===== src/sv/apsm_pkg.sv =====
package apsm_pkg;

  localparam int MAX_SOLIDS = 16;
  localparam int IDX_W      = (MAX_SOLIDS > 1) ? $clog2(MAX_SOLIDS) : 1;
  localparam int CNT_W      = IDX_W + 1;

  localparam int POS_W      = 16;
  localparam int SIZE_W     = 12;
  localparam int SLOT_W     = 4;
  localparam int STEP_W     = 11;
  localparam int REM_W      = 11;
  localparam int COUNT_W    = 5;
  localparam int EDGE_W     = 19;
  localparam int CFG_IDX_W  = 2;
  localparam int CFG_DATA_W = 12;
  localparam int IN_DATA_W  = 72;
  localparam int OUT_DATA_W = 40;

  localparam logic signed [POS_W-1:0] POS_MIN = 16'sh8000;
  localparam logic signed [POS_W-1:0] POS_MAX = 16'sh7fff;

  localparam logic [1:0] CMD_LOAD_SOLID = 2'd0;
  localparam logic [1:0] CMD_SET_POS    = 2'd1;
  localparam logic [1:0] CMD_MOVE_X     = 2'd2;
  localparam logic [1:0] CMD_MOVE_Y     = 2'd3;

  localparam logic [CFG_IDX_W-1:0] CFG_ACTOR_WIDTH  = 2'd0;
  localparam logic [CFG_IDX_W-1:0] CFG_ACTOR_HEIGHT = 2'd1;
  localparam logic [CFG_IDX_W-1:0] CFG_SOLID_COUNT  = 2'd2;

  typedef struct packed {
    logic [SIZE_W-1:0]       h;
    logic [SIZE_W-1:0]       w;
    logic signed [POS_W-1:0] y;
    logic signed [POS_W-1:0] x;
  } solid_t;

  typedef struct packed {
    logic                    stopped_early;
    logic                    hit_y;
    logic                    hit_x;
    logic signed [POS_W-1:0] pos_y;
    logic signed [POS_W-1:0] pos_x;
  } result_t;

  typedef struct packed {
    logic load_item;
    logic take_step;
    logic scan_start;
    logic scan_run;
    logic set_hit;
    logic set_early;
    logic out_load;
  } dp_cmd_t;

  typedef struct packed {
    logic is_move;
    logic rem_zero;
    logic at_limit;
    logic count_zero;
    logic cmp_valid;
    logic cmp_last;
    logic overlap;
    logic out_free;
  } dp_stat_t;

endpackage


===== src/sv/apsm_ctrl.sv =====
module apsm_ctrl (
  input  logic               clk,
  input  logic               rst,
  input  logic               in_valid,
  output logic               in_ready,
  input  apsm_pkg::dp_stat_t stat,
  output apsm_pkg::dp_cmd_t  ctl
);
  import apsm_pkg::*;

  typedef enum logic [3:0] {
    ST_IDLE = 4'b0001,
    ST_STEP = 4'b0010,
    ST_SCAN = 4'b0100,
    ST_DONE = 4'b1000
  } state_t;

  state_t state;
  state_t state_next;

  always_ff @(posedge clk) begin
    if (rst) begin
      state <= ST_IDLE;
    end else begin
      state <= state_next;
    end
  end

  always_comb begin
    state_next = state;
    ctl        = '0;
    in_ready   = (state == ST_IDLE);
    case (state)
      ST_IDLE: begin
        if (in_valid) begin
          ctl.load_item = 1'b1;
          state_next    = stat.is_move ? ST_STEP : ST_DONE;
        end
      end
      ST_STEP: begin
        if (stat.rem_zero) begin
          state_next = ST_DONE;
        end else if (stat.at_limit) begin
          ctl.set_early = 1'b1;
          state_next    = ST_DONE;
        end else if (stat.count_zero) begin
          ctl.take_step = 1'b1;
        end else begin
          ctl.scan_start = 1'b1;
          state_next     = ST_SCAN;
        end
      end
      ST_SCAN: begin
        // Reads are issued one solid per cycle while the previous one is compared.
        if (stat.cmp_valid && stat.overlap) begin
          ctl.set_hit   = 1'b1;
          ctl.set_early = 1'b1;
          state_next    = ST_DONE;
        end else if (stat.cmp_valid && stat.cmp_last) begin
          ctl.take_step = 1'b1;
          state_next    = ST_STEP;
        end else begin
          ctl.scan_run = 1'b1;
        end
      end
      ST_DONE: begin
        if (stat.out_free) begin
          ctl.out_load = 1'b1;
          state_next   = ST_IDLE;
        end
      end
      default: begin
        state_next = ST_IDLE;
      end
    endcase
  end

endmodule


===== src/sv/apsm_dp.sv =====
module apsm_dp (
  input  logic                                clk,
  input  logic                                rst,
  input  logic                                cfg_valid,
  input  logic [apsm_pkg::CFG_IDX_W-1:0]      cfg_index,
  input  logic [apsm_pkg::CFG_DATA_W-1:0]     cfg_data,
  input  logic [1:0]                          in_cmd,
  input  logic [apsm_pkg::SLOT_W-1:0]         in_slot,
  input  logic signed [apsm_pkg::POS_W-1:0]   in_coord_x,
  input  logic signed [apsm_pkg::POS_W-1:0]   in_coord_y,
  input  logic [apsm_pkg::SIZE_W-1:0]         in_rect_w,
  input  logic [apsm_pkg::SIZE_W-1:0]         in_rect_h,
  input  logic signed [apsm_pkg::STEP_W-1:0]  in_step_amount,
  input  apsm_pkg::dp_cmd_t                   ctl,
  output apsm_pkg::dp_stat_t                  stat,
  input  logic                                out_ready,
  output logic                                out_valid,
  output apsm_pkg::result_t                   out_result
);
  import apsm_pkg::*;

  logic [SIZE_W-1:0]       actor_width;
  logic [SIZE_W-1:0]       actor_height;
  logic [COUNT_W-1:0]      solid_count;

  logic signed [POS_W-1:0] pos_x;
  logic signed [POS_W-1:0] pos_y;
  logic                    hit_x;
  logic                    hit_y;
  logic                    early;

  logic                    axis_x;
  logic                    dir_neg;
  logic [REM_W-1:0]        rem;

  solid_t                  mem [MAX_SOLIDS];
  solid_t                  rd_data;
  logic [IDX_W-1:0]        rd_idx;
  logic                    cmp_valid;
  logic                    cmp_last;

  logic signed [EDGE_W-1:0] tx;
  logic signed [EDGE_W-1:0] ty;
  logic signed [EDGE_W-1:0] tx_end;
  logic signed [EDGE_W-1:0] ty_end;

  logic [CNT_W-1:0]         n_used;
  logic signed [POS_W-1:0]  pos_cur;
  logic signed [EDGE_W-1:0] delta;
  logic signed [EDGE_W-1:0] tx_calc;
  logic signed [EDGE_W-1:0] ty_calc;
  logic signed [EDGE_W-1:0] sx;
  logic signed [EDGE_W-1:0] sy;
  logic signed [EDGE_W-1:0] sx_end;
  logic signed [EDGE_W-1:0] sy_end;
  logic [STEP_W:0]          amt_mag;

  assign n_used  = (int'(solid_count) > MAX_SOLIDS) ? CNT_W'(MAX_SOLIDS)
                                                    : CNT_W'(solid_count);
  assign pos_cur = axis_x ? pos_x : pos_y;
  assign delta   = dir_neg ? -EDGE_W'(1) : EDGE_W'(1);
  assign tx_calc = EDGE_W'(pos_x) + (axis_x ? delta : '0);
  assign ty_calc = EDGE_W'(pos_y) + (axis_x ? '0 : delta);

  assign sx     = EDGE_W'(rd_data.x);
  assign sy     = EDGE_W'(rd_data.y);
  assign sx_end = sx + $signed({{(EDGE_W-SIZE_W){1'b0}}, rd_data.w});
  assign sy_end = sy + $signed({{(EDGE_W-SIZE_W){1'b0}}, rd_data.h});

  // The magnitude of the most negative amount still fits the unsigned count.
  assign amt_mag = in_step_amount[STEP_W-1] ? -{in_step_amount[STEP_W-1], in_step_amount}
                                            : {in_step_amount[STEP_W-1], in_step_amount};

  always_comb begin
    stat            = '0;
    stat.is_move    = (in_cmd == CMD_MOVE_X) || (in_cmd == CMD_MOVE_Y);
    stat.rem_zero   = (rem == '0);
    stat.at_limit   = dir_neg ? (pos_cur == POS_MIN) : (pos_cur == POS_MAX);
    stat.count_zero = (n_used == '0);
    stat.cmp_valid  = cmp_valid;
    stat.cmp_last   = cmp_last;
    stat.overlap    = (sx < tx_end) && (sx_end > tx) && (sy < ty_end) && (sy_end > ty);
    stat.out_free   = !out_valid || out_ready;
  end

  always_ff @(posedge clk) begin
    if (rst) begin
      actor_width  <= SIZE_W'(8);
      actor_height <= SIZE_W'(8);
      solid_count  <= '0;
    end else if (cfg_valid) begin
      case (cfg_index)
        CFG_ACTOR_WIDTH:  actor_width  <= cfg_data;
        CFG_ACTOR_HEIGHT: actor_height <= cfg_data;
        CFG_SOLID_COUNT:  solid_count  <= cfg_data[COUNT_W-1:0];
        default: begin
        end
      endcase
    end
  end

  always_ff @(posedge clk) begin
    if (ctl.load_item && (in_cmd == CMD_LOAD_SOLID) && (int'(in_slot) < MAX_SOLIDS)) begin
      mem[IDX_W'(in_slot)] <= '{h: in_rect_h, w: in_rect_w, y: in_coord_y, x: in_coord_x};
    end
    if (ctl.scan_run) begin
      rd_data <= mem[rd_idx];
    end
  end

  always_ff @(posedge clk) begin
    if (rst) begin
      pos_x     <= '0;
      pos_y     <= '0;
      hit_x     <= 1'b0;
      hit_y     <= 1'b0;
      early     <= 1'b0;
      rem       <= '0;
      cmp_valid <= 1'b0;
      out_valid <= 1'b0;
    end else begin
      if (ctl.load_item) begin
        early <= 1'b0;
        rem   <= '0;
        case (in_cmd)
          CMD_SET_POS: begin
            pos_x <= in_coord_x;
            pos_y <= in_coord_y;
          end
          CMD_MOVE_X, CMD_MOVE_Y: begin
            rem <= amt_mag[REM_W-1:0];
          end
          default: begin
          end
        endcase
      end
      if (ctl.take_step) begin
        rem <= rem - REM_W'(1);
        if (axis_x) begin
          pos_x <= tx_calc[POS_W-1:0];
        end else begin
          pos_y <= ty_calc[POS_W-1:0];
        end
      end
      if (ctl.scan_start) begin
        cmp_valid <= 1'b0;
      end else if (ctl.scan_run) begin
        cmp_valid <= 1'b1;
      end
      if (ctl.set_hit) begin
        if (axis_x) begin
          hit_x <= 1'b1;
        end else begin
          hit_y <= 1'b1;
        end
      end
      if (ctl.set_early) begin
        early <= 1'b1;
      end
      if (ctl.out_load) begin
        out_valid <= 1'b1;
      end else if (out_ready) begin
        out_valid <= 1'b0;
      end
    end
  end

  always_ff @(posedge clk) begin
    if (ctl.load_item) begin
      axis_x  <= (in_cmd == CMD_MOVE_X);
      dir_neg <= in_step_amount[STEP_W-1];
    end
    if (ctl.scan_start) begin
      tx     <= tx_calc;
      ty     <= ty_calc;
      tx_end <= tx_calc + $signed({{(EDGE_W-SIZE_W){1'b0}}, actor_width});
      ty_end <= ty_calc + $signed({{(EDGE_W-SIZE_W){1'b0}}, actor_height});
      rd_idx <= '0;
    end else if (ctl.scan_run) begin
      rd_idx   <= rd_idx + IDX_W'(1);
      cmp_last <= ({1'b0, rd_idx} == (n_used - CNT_W'(1)));
    end
    if (ctl.out_load) begin
      out_result <= '{stopped_early: early, hit_y: hit_y, hit_x: hit_x,
                      pos_y: pos_y, pos_x: pos_x};
    end
  end

endmodule


===== src/sv/aabb_pixel_step_mover.sv =====
// Moves one actor rectangle against a table of up to 16 solid rectangles. Each
// input item gives one result item with the actor position and the sticky hit
// flags after it. A move is made one unit step at a time; each step checks the
// coordinate limit and, when solids are in use, reads the solids in use through
// a registered read and compares them: the solid table has one read port and
// one solid is compared per cycle. A move that is blocked ends at the step that
// would overlap. The next item is taken while the previous result still waits
// at the output.
module aabb_pixel_step_mover (
  input  logic                                clk,
  input  logic                                rst,
  input  logic                                s_axis_tvalid,
  output logic                                s_axis_tready,
  // slot[3:0], coord_x[19:4], coord_y[35:20], rect_w[47:36], rect_h[59:48],
  // step_amount[70:60], zero[71]
  input  logic [apsm_pkg::IN_DATA_W-1:0]      s_axis_tdata,
  // cmd[1:0]
  input  logic [1:0]                          s_axis_tuser,
  output logic                                m_axis_tvalid,
  input  logic                                m_axis_tready,
  // pos_x[15:0], pos_y[31:16], hit_x[32], hit_y[33], stopped_early[34], zero[39:35]
  output logic [apsm_pkg::OUT_DATA_W-1:0]     m_axis_tdata,
  input  logic                                cfg_valid,
  output logic                                cfg_ready,
  input  logic [apsm_pkg::CFG_IDX_W-1:0]      cfg_index,
  input  logic [apsm_pkg::CFG_DATA_W-1:0]     cfg_data
);
  import apsm_pkg::*;

  dp_cmd_t  ctl;
  dp_stat_t stat;
  result_t  result;

  assign cfg_ready = 1'b1;

  apsm_ctrl u_ctrl (
    .clk      (clk),
    .rst      (rst),
    .in_valid (s_axis_tvalid),
    .in_ready (s_axis_tready),
    .stat     (stat),
    .ctl      (ctl)
  );

  apsm_dp u_dp (
    .clk            (clk),
    .rst            (rst),
    .cfg_valid      (cfg_valid),
    .cfg_index      (cfg_index),
    .cfg_data       (cfg_data),
    .in_cmd         (s_axis_tuser),
    .in_slot        (s_axis_tdata[3:0]),
    .in_coord_x     ($signed(s_axis_tdata[19:4])),
    .in_coord_y     ($signed(s_axis_tdata[35:20])),
    .in_rect_w      (s_axis_tdata[47:36]),
    .in_rect_h      (s_axis_tdata[59:48]),
    .in_step_amount ($signed(s_axis_tdata[70:60])),
    .ctl            (ctl),
    .stat           (stat),
    .out_ready      (m_axis_tready),
    .out_valid      (m_axis_tvalid),
    .out_result     (result)
  );

  assign m_axis_tdata = {(OUT_DATA_W - $bits(result_t))'(0), result};

  a_busy_after_accept: assert property (@(posedge clk) disable iff (rst)
    (s_axis_tvalid && s_axis_tready) |=> !s_axis_tready)
    else $error("input accepted twice in a row");

  a_load_when_free: assert property (@(posedge clk) disable iff (rst)
    ctl.out_load |-> (!m_axis_tvalid || m_axis_tready))
    else $error("result loaded over a waiting result");

  a_step_or_block: assert property (@(posedge clk) disable iff (rst)
    !(ctl.take_step && ctl.set_hit))
    else $error("step taken and blocked in the same cycle");

  a_hit_blocks_step: assert property (@(posedge clk) disable iff (rst)
    ctl.set_hit |=> !ctl.take_step && !ctl.scan_run)
    else $error("move continued after a block");

endmodule


===== config.mk =====
export PLATFORM = sky130hd
export DESIGN_NAME = aabb_pixel_step_mover
export DESIGN_NICKNAME = d
export VERILOG_FILES = /design/src/sv/apsm_pkg.sv /design/src/sv/apsm_ctrl.sv /design/src/sv/apsm_dp.sv /design/src/sv/aabb_pixel_step_mover.sv
export SDC_FILE = /design/constraint.sdc
export NUM_CORES = 1
export LEC_CHECK = 0
export BUFFER_PORTS_ARGS = -buffer_cell sky130_fd_sc_hd__buf_2
export CORE_MARGIN = 10
export CORE_UTILIZATION = 30
export DETAILED_ROUTE_END_ITERATION = 12
export HOLD_SLACK_MARGIN = 0.08
export PLACE_DENSITY = 0.44
export SETUP_SLACK_MARGIN = 0.5
export SLEW_MARGIN = 20
export SYNTH_ARGS = -nofsm -noshare
export SYNTH_HDL_FRONTEND = slang
export SYNTH_SLANG_ARGS = --single-unit

===== constraint.sdc =====
create_clock -name clk -period 8.85 [get_ports clk]
set_clock_uncertainty 0.15 [all_clocks]
set_input_delay 1.77 -clock clk [delete_from_list [all_inputs] [get_ports clk]]
set_output_delay 1.77 -clock clk [all_outputs]
set_load 0.02 [all_outputs]

-- Word level (Yosys, flattened, before mapping)
Memory sizes are Yosys's and may differ from the RTL's. A register that Yosys moved wholly into a read port is not among the register bits.
Cells that the tools add are included.
- eq/ne operators: 16
- bitwise operators: 2
- add/subtract/negate cells: 10
- $lt $le $gt $ge: 5
- multiplexer cells: 52
- reductions and logical operators: 25
- operator list (operator ; count):
    $mux W16 ; 9
    $mux W19 ; 3
    $mux W11 ; 4
    $add A19 B13 Y19 ; 2
    $add A19 B19 Y19 ; 2
    $gt A19 B19 Y1 ; 2
    $lt A16 B19 Y1 ; 2
    $add A16 B13 Y17 ; 2
    $eq A16 B16 Y1 const B ; 2
    $mux W4 ; 8
    $mux W1 ; 20
    $pmux W4 S4 ; 1
    $reduce_and A2 Y1 ; 6
    $logic_not A11 Y1 ; 1
    $neg A11 Y11 ; 1
    $sub A11 B1 Y11 const B ; 1
    $mux W2 ; 4
    $eq A2 B2 Y1 const B ; 3
    $logic_and A1 B1 Y1 ; 6
    $reduce_bool A2 Y1 ; 3
    $eq A4 B5 Y1 ; 1
    $gt A5 B5 Y1 const B ; 1
    $logic_not A5 Y1 ; 1
    $mux W5 ; 1
    17 further kinds ; 24
- bits in writable memories: 896
- memories kept: 1
- word-level logic and storage cells: 136
- input bits: 93
- flip-flop bits (word level): 199
- output and inout port bits: 43
- memories (memory ; depth ; width ; read ports ; clocked after Yosys merged registers in ; wr ports ; line ; RTL):
    u_dp.mem ; 16 ; 56 ; 1 ; 1 ; 1 ; apsm_dp.sv:36 ; solid_t mem [MAX_SOLIDS];

-- Logic depth before layout (Yosys ltp)
- depth in word-level cells: 9
- gate-level depth with buffers: 24
- mapped depth without buffers: 24

-- Hierarchy
From an unflattened synthesis, not the netlist that was laid out.
- cell total of the unflattened synthesis: 2722
- area, all modules: 48567.8 sq um
- by module, submodules not included (module ; sequential area each (sq um) ; cells each ; area an instance (sq um) ; instances):
    apsm_dp ; 33632.3 ; 2670 ; 48161.2 ; 1
    apsm_ctrl ; 80.1 ; 44 ; 354.1 ; 1
    aabb_pixel_step_mover ; 0.0 ; 8 ; 52.6 ; 1

-- Least setup slack after synthesis
No wires, ideal clock.
- path kind: input port to flip-flop
- start: input s_axis_tvalid
- end: memory u_dp.mem[0][0] (netlist name), enable pin
- buffers on the path: 0
- cell stages on the path: 4
- library setup time: 539 ps
- data arrival time: 6536 ps
- path slack: 1624 ps
- required time: 8161 ps
- path through: nand2_1 -> nor3_1 -> or3b_2 -> nor3_1
- word-level cells in the longest chain between the ends: 5
- RTL lines (what ; line ; RTL):
    start, declared ; aabb_pixel_step_mover.sv:12 ; input logic s_axis_tvalid,
    $mux W1 ; apsm_ctrl.sv:35 ; if (in_valid) begin
    $mux W1 ; apsm_ctrl.sv:33 ; case (state)
    $logic_and A1 B1 Y1 ; apsm_dp.sv:103 ; if (ctl.load_item && (in_cmd == CMD_LOAD_SOLID) && (int'(in_slot) < MAX_SOLIDS)) begin
    $mux W1 ; apsm_dp.sv:103 ;
    $mux W1 (implied by the code) ; apsm_dp.sv:104 ; mem[IDX_W'(in_slot)] <= '{h: in_rect_h, w: in_rect_w, y: in_coord_y, x: in_coord_x};
    end, declared ; apsm_dp.sv:36 ;
Every way passes these cells.

==> key figures <==
Placement
  • Place WS: between 2 and 2.5 ns
  • # port buffers: ~130
  • Detailed-placement wirelength estimate: approximately 83 mm
  • Routability cong.: 0.774

Final layout
  • Fin nets: roughly 3600
  • Layout cells sized above 1: 0.178
  • Fill count: 15600
  • Area Growth Syn to Fin: 15.7%

GRT
  • Tot GR Track Use: 0.149
  • Initial antenna violation count: 30
  • Gr ovfl total: 0
  • Global-route wire length before repair: between 150 and 200 mm
  • Largest net degree at the start of global routing: 104
  • Number of global-route vias before repair: 27900

Setup path
  • FF-to-FF Start: u_dp.rd_data[16]
  • CP required: 9.31 ns
  • Cell family with most CP delay: compound AO/OA/AOI/OAI gates
  • Crit Path Class: reg2reg
  • Critical Path Sink Type: flop
  • WP buf/inv: 3
  • Max incr delay on CP: about 0.49 ns
  • Slowest CP cell: nor4_1
  • CP Data Arrival Time: 6.95 ns
  • Startpoint types: flop
  • Reg2reg setup slack: between 2 and 2.5 ns
  • Register-to-Register Path Depth: 24
  • CP max FO: 32
  • CP cell instances: ha_1 -> inv_1 -> fa_1 -> nor2b_1 -> o21ai_0 -> a21boi_0 -> o21ai_0 -> a21oi_1 -> o2111ai_1 -> a41oi_1 -> a41oi_1 -> ha_1 -> nand4_1 -> nor4_1 -> o31ai_1 -> o211ai_1 -> and4_1 -> and3_1 -> or2_2 -> clkinv_2 -> buf_4 -> and2_1 -> xnor2_1 -> nor2_1
  • R2r endpoint: u_dp.rd_idx[2]

Drt
  • Avg Vias per Cell: a little under 5
  • Via count: about 28000
  • Drt drc: 0
  • First-pass detailed-route iteration total: 5
  • Final ANT Viol Nets: 0
  • Routed wire length per instance: approximately 25 um
  • Initial drt markers: 1838
  • Drt total wl: 138 mm

Logic synthesis
  • Synth top area share: 0.649
  • Dominant cell type by area after synthesis: edfxtp_1
  • Synth Warn #: 0
  • Post-synthesis adder-cell area fraction: 0.0425
  • Register bit total from synthesis: between 1000 and 1500
  • Post-synthesis sequential area ratio: 0.684
  • Post-Synth XOR/XNOR Area: 0.0162
  • Asr flop ratio synth: 0
  • Simple-Gate Fraction of Synth Area: 0.0499
  • Compound-Gate Fraction of Synth Area: 0.0800
  • Largest family of logic cells by synthesized area: multiplexers
  • Top_reg_cell synth: edfxtp_1
  • Cell count after synthesis: 3138
  • Area contributors post-synth: edfxtp_1, mux4_2, mux2i_1, ha_1, dfxtp_1
  • Number of synthesized flops with an enable pin: around 1100
  • Multiplexer share of the synthesized area: 0.107
  • Distinct cell type count after synthesis: 80
  • Post-Synthesis Cell Area: about 0.049 mm2
  • Post-synthesis average cell area: 15.7 um2

Power
  • Leakage: 0.0194 uW
  • Cell area power density: about 230 mW/mm2
  • Final Power: roughly 13000 uW
  • Worst vdd ir: 0.197 mV

CTS
  • H-tree levels: 4
  • CTS tree: yes
  • CTS clock-pin slew for the worst setup and hold paths: roughly 0.060 ns
  • Clock root buffer: clkbuf_16
  • CTS Buf Count: about 130
  • # resized after CTS: 0
  • Post-CTS Hold Buffers: 0
  • Clock buffer depth: 3
  • Clock Latency Late Sink: around 0.77 ns
  • Setup Buffers After CTS: 0
  • Clk sink count: between 1000 and 1500

Timing
  • Max_slew headroom: 0.290
  • Max Clk Rate: between 150 and 200 MHz
  • Final hold viol count: 0
  • RSZ-0062 raised after global routing: no
  • Final worst setup slack: between 2 and 2.5 ns
  • Final min period: 6.49 ns
  • Final Cycle Share: 0.733
  • Least-Margin Pin Slew: around 1.1 ns
  • Max-slew violations: 0
  • Final setup TNS: 0 ns
  • Setup violations, final: 0

Min path
  • Worst hold-check path type: reg2reg
  • Hold EP: u_dp.out_result[32]
  • Worst hold start: u_dp.hit_x
  • Hold path cells: 0

Floorplanning
  • Core ar.: about 0.16 mm2
  • Initial Util: 0.302
  • Die Ht: approximately 430 um
  • FP Rows: 148
  • Die Span X: roughly 430 um
  • Die area: between 0.15 and 0.2 mm2
  • # IOs: approximately 140

Run
  • Max Cap Viol: 0

Run status
  • Status: finished clean
-- where the power goes --
| group | total (uW) | switching (uW) | internal (uW) | leakage, uW |
|---|---|---|---|---|
| combinational | 1810 | 1020 | 786 | 0.00707 |
| clock | 5390 | 2210 | 3190 | 0.00207 |
| sequential | 6130 | 85.8 | 6050 | 0.0103 |
| total | 13300 | 3320 | 10000 | 0.0194 |
-- synthesized netlist by cell type (all sizes together), types with 10 or more instances --
cell type	number
nor2	131
clkbuf	82
nand3	33
a31oi	23
nor2b	16
edfxtp	1066
a211oi	43
nand4	15
xnor2	66
inv	122
o21a	10
ha	158
buf	45
a221oi	58
a22oi	57
nand2b	27
mux4	112
o31ai	10
mux2i	210
nor3	31
xor2	25
or3	11
nand2	187
a21oi	141
dfxtp	85
o21ai	167
mux2	56
a21o	23
-- placed cells by master (no fill, tap or decap), types with 14 or more instances in the layout --
cell type / count
edfxtp_1: 1066
mux2i_1: 210
nand2_1: 185
o21ai_0: 163
ha_1: 158
a21oi_1: 141
clkbuf_16: 140
buf_2: 127
inv_1: 120
nor2_1: 118
mux4_2: 112
dfxtp_1: 81
xnor2_1: 66
a221oi_1: 58
a22oi_1: 57
mux2_2: 56
buf_4: 50
nand3_1: 33
a211oi_2: 29
clkinv_1: 29
clkbuf_1: 29
nand2b_1: 27
nor3_1: 25
xor2_1: 25
a21o_1: 23
a31oi_1: 21
clkinv_2: 16
nand4_1: 15
nor2b_1: 14
a211oi_1: 14
-- stage by stage --
stage	util	hold slack [ns]	cell area [um2]	std cells
final	0.350	0.293	57000	5611
after global routing	0.350	0.317	57000	5610
after CTS	0.350	0.288	57000	5608
after detailed placement	0.324	0.274	52700	5372
after global placement	0.324	0.275	52700	5372
after floorplan	-	0.259	49300	3142
-- worst max path at each step --
stage	start	endpoint	cells past startpoint
floorplan	s_axis_tvalid	u_dp.mem[0][0]	4
global placement	u_dp.rd_data[16]	u_dp.rd_idx[2]	24
detailed placement	u_dp.rd_data[16]	u_dp.rd_idx[2]	24
CTS	u_dp.rd_data[16]	u_dp.rd_idx[2]	24
global route	u_dp.rd_data[16]	u_dp.rd_idx[2]	24
finish	u_dp.rd_data[16]	u_dp.rd_idx[2]	24
-- logic make-up (layout without fill, tap and decap cells) --
logic type,after synthesis,after routing
DFF,1151,1151
buffers and inverters,249,541
and+or+nand+nor,515,515
other,2,8
AOI/OAI and AO/OA,588,588
muxes,378,378
xor gates and xnor gates,91,91
adders and majority gates,164,164
-- flip-flops by register name, indices dropped and copies added (netlist names), 4 cells and up --
name and cells:
u_dp.pos_y 16, u_dp.ty_end 19, u_dp.tx_end 19, u_dp.actor_width 12
u_dp.solid_count 5, u_dp.rd_data 56, u_ctrl.state 4, u_dp.actor_height 12
u_dp.tx 19, u_dp.out_result 35, u_dp.pos_x 16, u_dp.mem 896
u_dp.ty 19, u_dp.rd_idx 4, u_dp.rem 11
-- layer usage --
metal / wire length [um] / GRT usage
met2: 64700 / 0.242
met5: 146 / 0
met1: 62800 / 0.202
met3: 7150 / 0.0323
met4: 2780 / 0.0391
-- layout make-up --
cell class,count,area (um2),share of cell area
inverter,122,459,0.00805
clock buffer,170,3630,0.0636
clock inverter,66,623,0.0109
timing repair buffer,183,1140,0.0200
antenna,2,5.00,0.0000878
multi-input combinational,1742,14700,0.258
sequential,1151,33700,0.591
tap,2175,2720,0.0477
Power figures use the tool's default switching activity.
